===== src/sv/brd_pkg.sv =====
package brd_pkg;

	typedef enum logic [3:0] {
		PH_IDENT = 4'd0,
		PH_ORIG  = 4'd1,
		PH_COMP  = 4'd2,
		PH_FLAG  = 4'd3,
		PH_VAR   = 4'd4,
		PH_REP   = 4'd5,
		PH_CMP   = 4'd6,
		PH_NONE  = 4'd7,
		PH_NREP  = 4'd8
	} phase_t;

	typedef enum logic [1:0] {
		ST_GOOD = 2'd0,
		ST_DONE = 2'd1,
		ST_ERR  = 2'd2
	} status_t;

	typedef enum logic [2:0] {
		BT_NONE     = 3'd0,
		BT_ZERO     = 3'd1,
		BT_ZERO_VAR = 3'd2,
		BT_VAR_ZERO = 3'd3,
		BT_HIGH     = 3'd4,
		BT_HIGH_VAR = 3'd5,
		BT_VAR_HIGH = 3'd6,
		BT_VAR      = 3'd7
	} btype_t;

	localparam logic [3:0] VARINT_MAX = 4'd10;

	// expected identifier bytes
	function automatic logic [7:0] ident_byte(input logic [2:0] idx);
		logic [7:0] b;
		case (idx)
			3'd0: b = 8'h43;
			3'd1: b = 8'h46;
			3'd2: b = 8'h47;
			3'd3: b = 8'h5F;
			3'd4: b = 8'h43;
			3'd5: b = 8'h4D;
			3'd6: b = 8'h50;
			default: b = 8'h00;
		endcase
		return b;
	endfunction

	function automatic logic is_single(input btype_t t);
		return (t == BT_ZERO) || (t == BT_HIGH) || (t == BT_VAR);
	endfunction

endpackage


===== src/sv/brd_ram.sv =====
module brd_ram #(
	parameter int WIDTH = 8,
	parameter int DEPTH = 256
) (
	input  logic                     clk,
	input  logic                     we,
	input  logic [$clog2(DEPTH)-1:0] waddr,
	input  logic [WIDTH-1:0]         wdata,
	input  logic [$clog2(DEPTH)-1:0] raddr,
	output logic [WIDTH-1:0]         rdata
);

	logic [WIDTH-1:0] mem [DEPTH];

	// single write port, registered read port
	always_ff @(posedge clk) begin
		if (we) begin
			mem[waddr] <= wdata;
		end
		rdata <= mem[raddr];
	end

endmodule


===== src/sv/bitstream_rle_decompressor_top.sv =====
// Configuration bitstream decompressor. Each item is either a push of one
// compressed byte (func 0) or a pull of one decompressed byte (func 1); every
// item produces exactly one result carrying byte_taken, out_valid, out_byte,
// status and wants_input. An item is accepted every cycle while the result
// side takes results, so the sustained rate is one item per clock. Decoding
// state lives in registers and one update is done per item in the accept
// cycle; the literal replay buffer is a one-port-write, one-port-read RAM
// whose registered read data lands in the output stage, so a replayed byte
// reaches out_byte in the cycle after its pull is accepted, like every other
// result. A push that writes the buffer and a pull that reads it never occur
// in the same block phase, so no forwarding is required. While a result
// waits in the output register, in_stall follows out_stall in the same
// cycle, so no item is taken until that result leaves. Errors are sticky
// until arst_n.
module bitstream_rle_decompressor_top
	import brd_pkg::*;
#(
	parameter int LITERAL_BUFFER_DEPTH = 256,
	parameter int SIZE_BITS = 32
) (
	input  logic       clk,
	input  logic       arst_n,
	input  logic       in_valid,
	output logic       in_stall,
	input  logic       func,
	input  logic [7:0] in_byte,
	output logic       out_valid_hs,
	input  logic       out_stall,
	output logic       byte_taken,
	output logic       out_valid,
	output logic [7:0] out_byte,
	output logic [1:0] status,
	output logic       wants_input
);

	localparam int AW = (LITERAL_BUFFER_DEPTH > 1) ? $clog2(LITERAL_BUFFER_DEPTH) : 1;
	localparam int RD = (LITERAL_BUFFER_DEPTH > 1) ? LITERAL_BUFFER_DEPTH : 2;
	localparam int CW = SIZE_BITS + 1;

	typedef struct packed {
		logic       taken;
		logic       valid;
		logic       from_ram;
		logic [7:0] data;
		logic [1:0] stat;
		logic       wants;
	} res_t;

	// decoder state
	phase_t              phase_q;
	status_t             status_q;
	logic [2:0]          hdr_cnt_q;
	logic [63:0]         vacc_q;
	logic [3:0]          vcnt_q;
	logic [SIZE_BITS-1:0] orig_q, comp_q, blen_q, bidx_q, rcnt_q, ridx_q, tin_q, tout_q;
	btype_t              btype_q;
	logic                brep_q;
	logic [7:0]          vbyte_q, fbyte_q;
	logic                vsent_q;
	logic [1:0]          track_q;

	phase_t              phase_d;
	status_t             status_d;
	logic [2:0]          hdr_cnt_d;
	logic [63:0]         vacc_d;
	logic [3:0]          vcnt_d;
	logic [SIZE_BITS-1:0] orig_d, comp_d, blen_d, bidx_d, rcnt_d, ridx_d, tin_d, tout_d;
	btype_t              btype_d;
	logic                brep_d;
	logic [7:0]          vbyte_d, fbyte_d;
	logic                vsent_d;
	logic [1:0]          track_d;

	// output stage
	res_t res_s1, res_d;
	logic v_s1;
	logic [7:0] ram_rdata, ram_hold_q;
	logic ram_hold_v_q;

	logic accept;
	logic ram_we;
	logic [AW-1:0] ram_waddr, ram_raddr;

	assign in_stall = v_s1 && out_stall;
	assign accept   = in_valid && !in_stall;

	// buffer RAM
	brd_ram #(.WIDTH(8), .DEPTH(RD)) u_buf (
		.clk   (clk),
		.we    (ram_we),
		.waddr (ram_waddr),
		.wdata (in_byte),
		.raddr (ram_raddr),
		.rdata (ram_rdata)
	);

	// one item of decode work
	always_comb begin
		logic [SIZE_BITS-1:0] tin1, tout1, bidx1, v;
		logic [63:0] acc;
		logic [3:0] vc;
		logic vdone, verr, emitted;
		logic [7:0] ob;

		phase_d = phase_q; status_d = status_q; hdr_cnt_d = hdr_cnt_q;
		vacc_d = vacc_q; vcnt_d = vcnt_q; orig_d = orig_q; comp_d = comp_q;
		blen_d = blen_q; bidx_d = bidx_q; rcnt_d = rcnt_q; ridx_d = ridx_q;
		tin_d = tin_q; tout_d = tout_q; btype_d = btype_q; brep_d = brep_q;
		vbyte_d = vbyte_q; fbyte_d = fbyte_q; vsent_d = vsent_q; track_d = track_q;
		res_d = '0;
		ram_we = 1'b0;
		ram_waddr = bidx_q[AW-1:0];
		ram_raddr = bidx_q[AW-1:0];
		ob = 8'h00;
		emitted = 1'b0;
		v = '0;

		tin1  = tin_q + 1'b1;
		tout1 = tout_q + 1'b1;
		bidx1 = bidx_q + 1'b1;

		// varint accumulate
		verr = (vcnt_q >= VARINT_MAX);
		acc = vacc_q | ({57'd0, in_byte[6:0]} << (vcnt_q * 7));
		vc = vcnt_q + 4'd1;
		vdone = !in_byte[7];

		if (status_d == ST_DONE) status_d = ST_ERR;
		if (status_d == ST_GOOD && phase_q != PH_IDENT && phase_q != PH_ORIG) begin
			if (tout_q >= orig_q) status_d = ST_ERR;
			else if (phase_q != PH_COMP && tin_q > comp_q) status_d = ST_ERR;
		end

		if (status_d == ST_GOOD) begin
			if (!func && phase_q != PH_CMP && phase_q != PH_NREP) begin
				res_d.taken = 1'b1;
				case (phase_q)
					PH_NONE: begin
						if (tin_q >= comp_q) begin
							res_d.taken = 1'b0;
							status_d = ST_ERR;
						end else begin
							res_d.valid = 1'b1;
							ob = in_byte;
							if (brep_q && {1'b0, bidx_q} < CW'(LITERAL_BUFFER_DEPTH))
								ram_we = 1'b1;
							bidx_d = bidx1;
							tin_d = tin1;
							tout_d = tout1;
							if (bidx1 >= blen_q) begin
								bidx_d = '0;
								if (tout1 == orig_q) begin
									if (brep_q) status_d = ST_ERR;
									else begin
										phase_d = PH_FLAG;
										status_d = (tin1 == comp_q) ? ST_DONE : ST_ERR;
									end
								end else begin
									phase_d = brep_q ? PH_REP : PH_FLAG;
								end
							end
						end
					end
					PH_IDENT: begin
						if (in_byte != ident_byte(hdr_cnt_q)) status_d = ST_ERR;
						else begin
							hdr_cnt_d = hdr_cnt_q + 3'd1;
							if (hdr_cnt_q == 3'd7) phase_d = PH_ORIG;
						end
					end
					PH_ORIG, PH_COMP: begin
						if (verr) status_d = ST_ERR;
						else if (vdone) begin
							vacc_d = '0; vcnt_d = '0;
							if (phase_q == PH_ORIG) begin
								orig_d = acc[SIZE_BITS-1:0]; phase_d = PH_COMP;
							end else begin
								comp_d = acc[SIZE_BITS-1:0]; phase_d = PH_FLAG;
							end
						end else begin
							vacc_d = acc; vcnt_d = vc;
						end
					end
					PH_FLAG: begin
						if (verr) status_d = ST_ERR;
						else begin
							tin_d = tin1;
							if (vdone) begin
								vacc_d = '0; vcnt_d = '0;
								btype_d = btype_t'(acc[2:0]);
								brep_d = acc[3];
								v = SIZE_BITS'(acc >> 4);
								blen_d = v;
								bidx_d = '0; ridx_d = '0; fbyte_d = 8'h00; vsent_d = 1'b0;
								track_d = is_single(btype_t'(acc[2:0])) ? 2'd1 : 2'd0;
								if (v == '0) status_d = ST_ERR;
								else if (acc[3] && is_single(btype_t'(acc[2:0])))
									status_d = ST_ERR;
								else begin
									if (acc[2:0] == BT_HIGH || acc[2:0] == BT_HIGH_VAR ||
										acc[2:0] == BT_VAR_HIGH)
										fbyte_d = 8'hFF;
									if (acc[2:0] == BT_NONE) begin
										if (acc[3] && {1'b0, v} > CW'(LITERAL_BUFFER_DEPTH))
											status_d = ST_ERR;
										else phase_d = PH_NONE;
									end else if (acc[2:0] == BT_ZERO || acc[2:0] == BT_HIGH)
										phase_d = PH_CMP;
									else phase_d = PH_VAR;
								end
							end else begin
								vacc_d = acc; vcnt_d = vc;
							end
						end
					end
					PH_VAR: begin
						vbyte_d = in_byte;
						tin_d = tin1;
						if (btype_q == BT_VAR) fbyte_d = in_byte;
						phase_d = brep_q ? PH_REP : PH_CMP;
					end
					PH_REP: begin
						if (verr) status_d = ST_ERR;
						else begin
							tin_d = tin1;
							if (vdone) begin
								vacc_d = '0; vcnt_d = '0;
								rcnt_d = acc[SIZE_BITS-1:0];
								if (acc[SIZE_BITS-1:0] == '0) status_d = ST_ERR;
								else phase_d = (btype_q == BT_NONE) ? PH_NREP : PH_CMP;
							end else begin
								vacc_d = acc; vcnt_d = vc;
							end
						end
					end
					default: status_d = ST_ERR;
				endcase
			end else if (func && phase_q == PH_CMP) begin
				// fill run with optional variable byte
				if (!vsent_q && (btype_q == BT_VAR_ZERO || btype_q == BT_VAR_HIGH)) begin
					vsent_d = 1'b1; ob = vbyte_q; track_d = track_q | 2'd1; emitted = 1'b1;
				end else if (bidx_q < blen_q) begin
					ob = fbyte_q; bidx_d = bidx1; emitted = 1'b1;
					if (bidx1 == blen_q) track_d = track_q | 2'd2;
				end else if (!vsent_q && (btype_q == BT_ZERO_VAR || btype_q == BT_HIGH_VAR)) begin
					vsent_d = 1'b1; ob = vbyte_q; track_d = track_q | 2'd1; emitted = 1'b1;
				end
				res_d.valid = emitted;
				if (emitted) tout_d = tout1;
				if (track_d == 2'd3) begin
					track_d = is_single(btype_q) ? 2'd1 : 2'd0;
					if (brep_q) begin
						vsent_d = 1'b0;
						bidx_d = '0;
						if (ridx_q >= rcnt_q) begin
							phase_d = PH_FLAG;
							if (tout_d == orig_q)
								status_d = (tin_q == comp_q) ? ST_DONE : ST_ERR;
						end
						ridx_d = ridx_q + 1'b1;
					end else begin
						phase_d = PH_FLAG;
						if (tout_d == orig_q)
							status_d = (tin_q == comp_q) ? ST_DONE : ST_ERR;
					end
				end
			end else if (func && phase_q == PH_NREP) begin
				// replay from the buffer
				res_d.valid = 1'b1;
				res_d.from_ram = {1'b0, bidx_q} < CW'(LITERAL_BUFFER_DEPTH);
				bidx_d = bidx1;
				tout_d = tout1;
				if (bidx1 >= blen_q) begin
					bidx_d = '0;
					ridx_d = ridx_q + 1'b1;
				end
				if (ridx_d >= rcnt_q) begin
					phase_d = PH_FLAG;
					if (tout1 == orig_q)
						status_d = (tin_q == comp_q) ? ST_DONE : ST_ERR;
				end
			end
		end

		res_d.data  = res_d.valid ? ob : 8'h00;
		res_d.stat  = status_d;
		res_d.wants = (status_d == ST_GOOD) && phase_d != PH_CMP && phase_d != PH_NREP;
	end

	// state registers
	always_ff @(posedge clk or negedge arst_n) begin
		if (!arst_n) begin
			phase_q <= PH_IDENT; status_q <= ST_GOOD; hdr_cnt_q <= '0;
			vacc_q <= '0; vcnt_q <= '0; orig_q <= '0; comp_q <= '0;
			blen_q <= '0; bidx_q <= '0; rcnt_q <= '0; ridx_q <= '0;
			tin_q <= '0; tout_q <= '0; btype_q <= BT_NONE; brep_q <= 1'b0;
			vbyte_q <= '0; fbyte_q <= '0; vsent_q <= 1'b0; track_q <= '0;
		end else if (accept) begin
			phase_q <= phase_d; status_q <= status_d; hdr_cnt_q <= hdr_cnt_d;
			vacc_q <= vacc_d; vcnt_q <= vcnt_d; orig_q <= orig_d; comp_q <= comp_d;
			blen_q <= blen_d; bidx_q <= bidx_d; rcnt_q <= rcnt_d; ridx_q <= ridx_d;
			tin_q <= tin_d; tout_q <= tout_d; btype_q <= btype_d; brep_q <= brep_d;
			vbyte_q <= vbyte_d; fbyte_q <= fbyte_d; vsent_q <= vsent_d; track_q <= track_d;
		end
	end

	// output register; ram data held once the stage stalls
	logic [7:0] s1_data;
	assign s1_data = res_s1.from_ram ? (ram_hold_v_q ? ram_hold_q : ram_rdata) : res_s1.data;

	always_ff @(posedge clk or negedge arst_n) begin
		if (!arst_n) begin
			v_s1 <= 1'b0;
			ram_hold_v_q <= 1'b0;
		end else begin
			if (!v_s1 || !out_stall) begin
				v_s1 <= accept;
				ram_hold_v_q <= 1'b0;
			end else begin
				ram_hold_v_q <= 1'b1;
			end
		end
	end

	always_ff @(posedge clk) begin
		if (!v_s1 || !out_stall) begin
			res_s1 <= res_d;
		end else begin
			if (!ram_hold_v_q) ram_hold_q <= ram_rdata;
		end
	end

	assign out_valid_hs = v_s1;
	assign byte_taken   = res_s1.taken;
	assign out_valid    = res_s1.valid;
	assign out_byte     = res_s1.valid ? s1_data : 8'h00;
	assign status       = res_s1.stat;
	assign wants_input  = res_s1.wants;

endmodule

===== config.mk =====
export PLATFORM = sky130hd
export DESIGN_NAME = bitstream_rle_decompressor_top
export DESIGN_NICKNAME = d
export VERILOG_FILES = /design/src/sv/brd_pkg.sv /design/src/sv/brd_ram.sv /design/src/sv/bitstream_rle_decompressor_top.sv
export SDC_FILE = /design/constraint.sdc
export NUM_CORES = 2
export LEC_CHECK = 0
export BUFFER_PORTS_ARGS = -buffer_cell sky130_fd_sc_hd__buf_2
export CORE_MARGIN = 8
export CORE_UTILIZATION = 35
export CTS_CLUSTER_SIZE = 14
export DETAILED_ROUTE_END_ITERATION = 8
export GPL_TIMING_DRIVEN = 0
export PLACE_DENSITY = 0.51
export SYNTH_ARGS = -nofsm -noshare
export SYNTH_HDL_FRONTEND = slang
export SYNTH_SLANG_ARGS = --single-unit

===== constraint.sdc =====
create_clock -name clk -period 17 [get_ports clk]
set_clock_uncertainty 0.1 [all_clocks]
set_input_delay 4.25 -clock clk [delete_from_list [all_inputs] [get_ports clk]]
set_output_delay 4.25 -clock clk [all_outputs]
set_load 0.03 [all_outputs]

==> reports/metrics.cfg <==
[clocking]
cts_buffer_depth = 4
cts_tree = yes
cts_setup_buffers = 0
clkTransAtPathRegs_ps = 60
clockRootBuffer = clkbuf_16
numCtsBuffers = 273
postCtsHoldBufs = 0
cts_resized = 0
clock-sinks = 2408
cts_max_level = 5
clkLatencyLatePin_ps = 890

[synthesis]
syn_area_um2 = 104000
postSynthCellCount = 6189
ys_warn_count = 0
syn_nets = 6409
synth_edf_count = 2070
synth-async-reset-ratio_pct = 13.7
avgSynthCellArea_um2 = 16.8
synth_cell_type_count = 100
ys_seq_area_share_pct = 68.0
ys_ff_latch = 2408
synth_top_flop_cell = edfxtp_1

[power_and_ir_drop]
sw_frac_of_total_pct = 22.3
p_clk_share_pct = 44.7
p_leak_nw = 39.1
p_sw_mw = 2.85
cell_internal_pwr_mw = 9.90
sequentialPowerShare_pct = 50.5
p_comb_share_pct = 4.8
peakVddDrop_mv = 0.117
p_per_area_nw_per_um2 = 108

[route]
wl_per_cell_um = 33.0
drt_iter0_markers = 7396
route.detailed.drc = 0
antenna_left = 0
drtPass1Iterations = 6
via_count = 60989
routed_via_density = 5.72
wl_um = 352000

[worst_setup_path]
worstSetupPathType = flip-flop to flip-flop
crit_slowest_cell = buf_2
arrival_ps = 12490
worstSetupEndpointType = flip-flop
path_max_fanout = 10
slowest_delay_ps = 820
critical_path.most_common_cell = buf_2
critPathLaunchType = flip-flop
cp.required_ps = 17480

[floorplanning]
rows = 200
fp.dieW_um = 561
die-area_um2 = 314000
design.core.area_um2 = 296000
io_pins = 28
start_util_pct = 35.1
die_h_um = 561

[global_routing]
grt_usage_pct = 21.8
antenna_found_initial = 25
grt_pass1_vias = 60046
grt_pass1_wl_um = 485000
grt-ovfl-total = 0
grt_max_degree = 165

[sta]
max_freq_mhz = 83.3
maxSlewHeadroom_pct = -0.242
fin_crit_sh_pct = 70.6
finalMaxSlewViolations = 5
setup_violations = 0
rsz0062_at_grt = false
tightestPinTransition_ps = 1500
layout_min_cycle_time_ps = 12010
whs_ps = 384
tns_ps = 0
hold_viol = 0

[finish]
drive_gt1_share_pct = 19.9
final_cell_mix = 2,070 x edfxtp_1, 658 x mux4_2, 476 x nor2_1
fillers = 26941
design_area_um2 = 118000
utilization_pct = 39.9
final_common_cell = edfxtp_1
fin_nets = 6737
area_growth_pct = 13.8

[min_path]
hold_path_class = flip-flop to flip-flop

[job]
drv_cap = 1

[status]
status = finished, violations left
violations = max-capacitance violations, max-slew violations

[placed_design]
post-dp-hpwl_um = 238000
gp_congestion = 0.941
io_buffers = 27
place_area_um2 = 110000

==> layout make-up <==
cell class	instances	area, um^2	share of cell area (%)
sequential	2408	70600	59.7
inverter	163	612	0.518
tap	3939	4930	4.17
clock buffer	350	7260	6.14
antenna	9	22.5	0.0191
timing repair buffer	53	833	0.705
multi-input combinational	3276	31200	26.4
buffer	342	1520	1.29
clock inverter	119	1140	0.968
==> power groups by stage <==
stage / sequential (mW) / clock, mW / combinational [mW]
4_1_cts: 6.44 / 5.77 / 0.613
3_5_place_dp: 6.56 / 0 / 0.611
2_1_floorplan: 6.56 / 0 / 0.270
6_report: 6.44 / 5.69 / 0.613
3_3_place_gp: 6.58 / 0 / 0.589
5_1_grt: 6.44 / 5.98 / 0.636
==> flip-flops by register name, indices dropped and copies added, names as in the netlist, 3 cells and up <==
name,cells
u_buf.mem,2048
vacc_q,36
bidx_q,32
blen_q,32
comp_q,32
orig_q,32
rcnt_q,32
ridx_q,32
tin_q,32
tout_q,32
res_s1,9
fbyte_q,8
ram_hold_q,8
u_buf.rdata,8
vbyte_q,8
phase_q,4
vcnt_q,4
btype_q,3
hdr_cnt_q,3
==> path summary, 6_finish.rpt <==
| kind | startpoint | end | slack [ps] | depth (start not counted) |
|---|---|---|---|---|
| max in group asynchronous | arst_n | ridx_q[12]$_DFFE_PN0P_ | 12260 | 3 |
| min reg2reg | fbyte_q[5]$_DFFE_PN0P_ | fbyte_q[5]$_DFFE_PN0P_ | 380 | 1 |
| min | fbyte_q[5]$_DFFE_PN0P_ | fbyte_q[5]$_DFFE_PN0P_ | 380 | 1 |
| max reg2reg | bidx_q[3]$_DFFE_PN0P_ | wants_input$_DFFE_PN_ | 4990 | 29 |
| min in group asynchronous | arst_n | tout_q[28]$_DFFE_PN0P_ | 3300 | 1 |
| max | bidx_q[3]$_DFFE_PN0P_ | wants_input$_DFFE_PN_ | 4990 | 29 |
==> layer usage <==
layer | GRT usage [%] | routed length, um | up-vias | part of all wire, %
li1 | - | - | 25159 | -
met1 | 29.2 | 143000 | 32436 | 41
met2 | 35.4 | 166000 | 2809 | 47
met3 | 4.35 | 28000 | 585 | 8.0
met4 | 7.77 | 14200 | 0 | 4.0
met5 | 0 | 0 | - | 0
==> synthesized netlist by cell type, types with 54 or more instances <==
cell | instances | area (um^2)
a21oi_1 | 217 | 1090
a31oi_1 | 66 | 413
buf_2 | 89 | 445
clkbuf_1 | 214 | 803
dfrtp_1 | 330 | 8260
edfxtp_1 | 2070 | 62200
ha_1 | 207 | 2590
inv_1 | 163 | 612
mux4_2 | 658 | 14800
nand2_1 | 373 | 1400
nand3_1 | 102 | 510
nand4_1 | 78 | 488
nor2_1 | 476 | 1790
nor3_1 | 54 | 270
o21ai_0 | 237 | 1190
xnor2_1 | 140 | 1230
xor2_1 | 84 | 736
==> logic make-up (layout without fill, tap and decap cells) <==
group	count (synthesis)	count (layout)	synth area share, %
simple gates	1377	1377	6.40
mux	708	708	14.8
other cells	0	9	0
flops	2408	2408	68.0
xor+xnor	224	224	1.89
compound gates	760	760	4.50
fa+ha+maj	207	207	2.49
buf+inv	505	1027	1.97
==> per-stage QoR <==
step                      power [mW]  worst slack (ps)  instances
final                           12.7              4990      10659
after CTS                       12.8              5050      10649
after global routing            13.1              4470      10651
after floorplan                 6.83              7590       6189
after global placement          7.17              4150      10155
after detailed placement        7.17              5140      10180
==> critical path: cells and delay by family, from the launching register on <==
family / cells / cell delay (ps)
compound gates: 7 / 3050
xor+xnor: 2 / 370
fa+ha+maj: 2 / 530
buf+inv: 7 / 4610
flops: 1 / 490
mux: 1 / 80
simple gates: 10 / 2440
(Power assumes the default switching activity.)
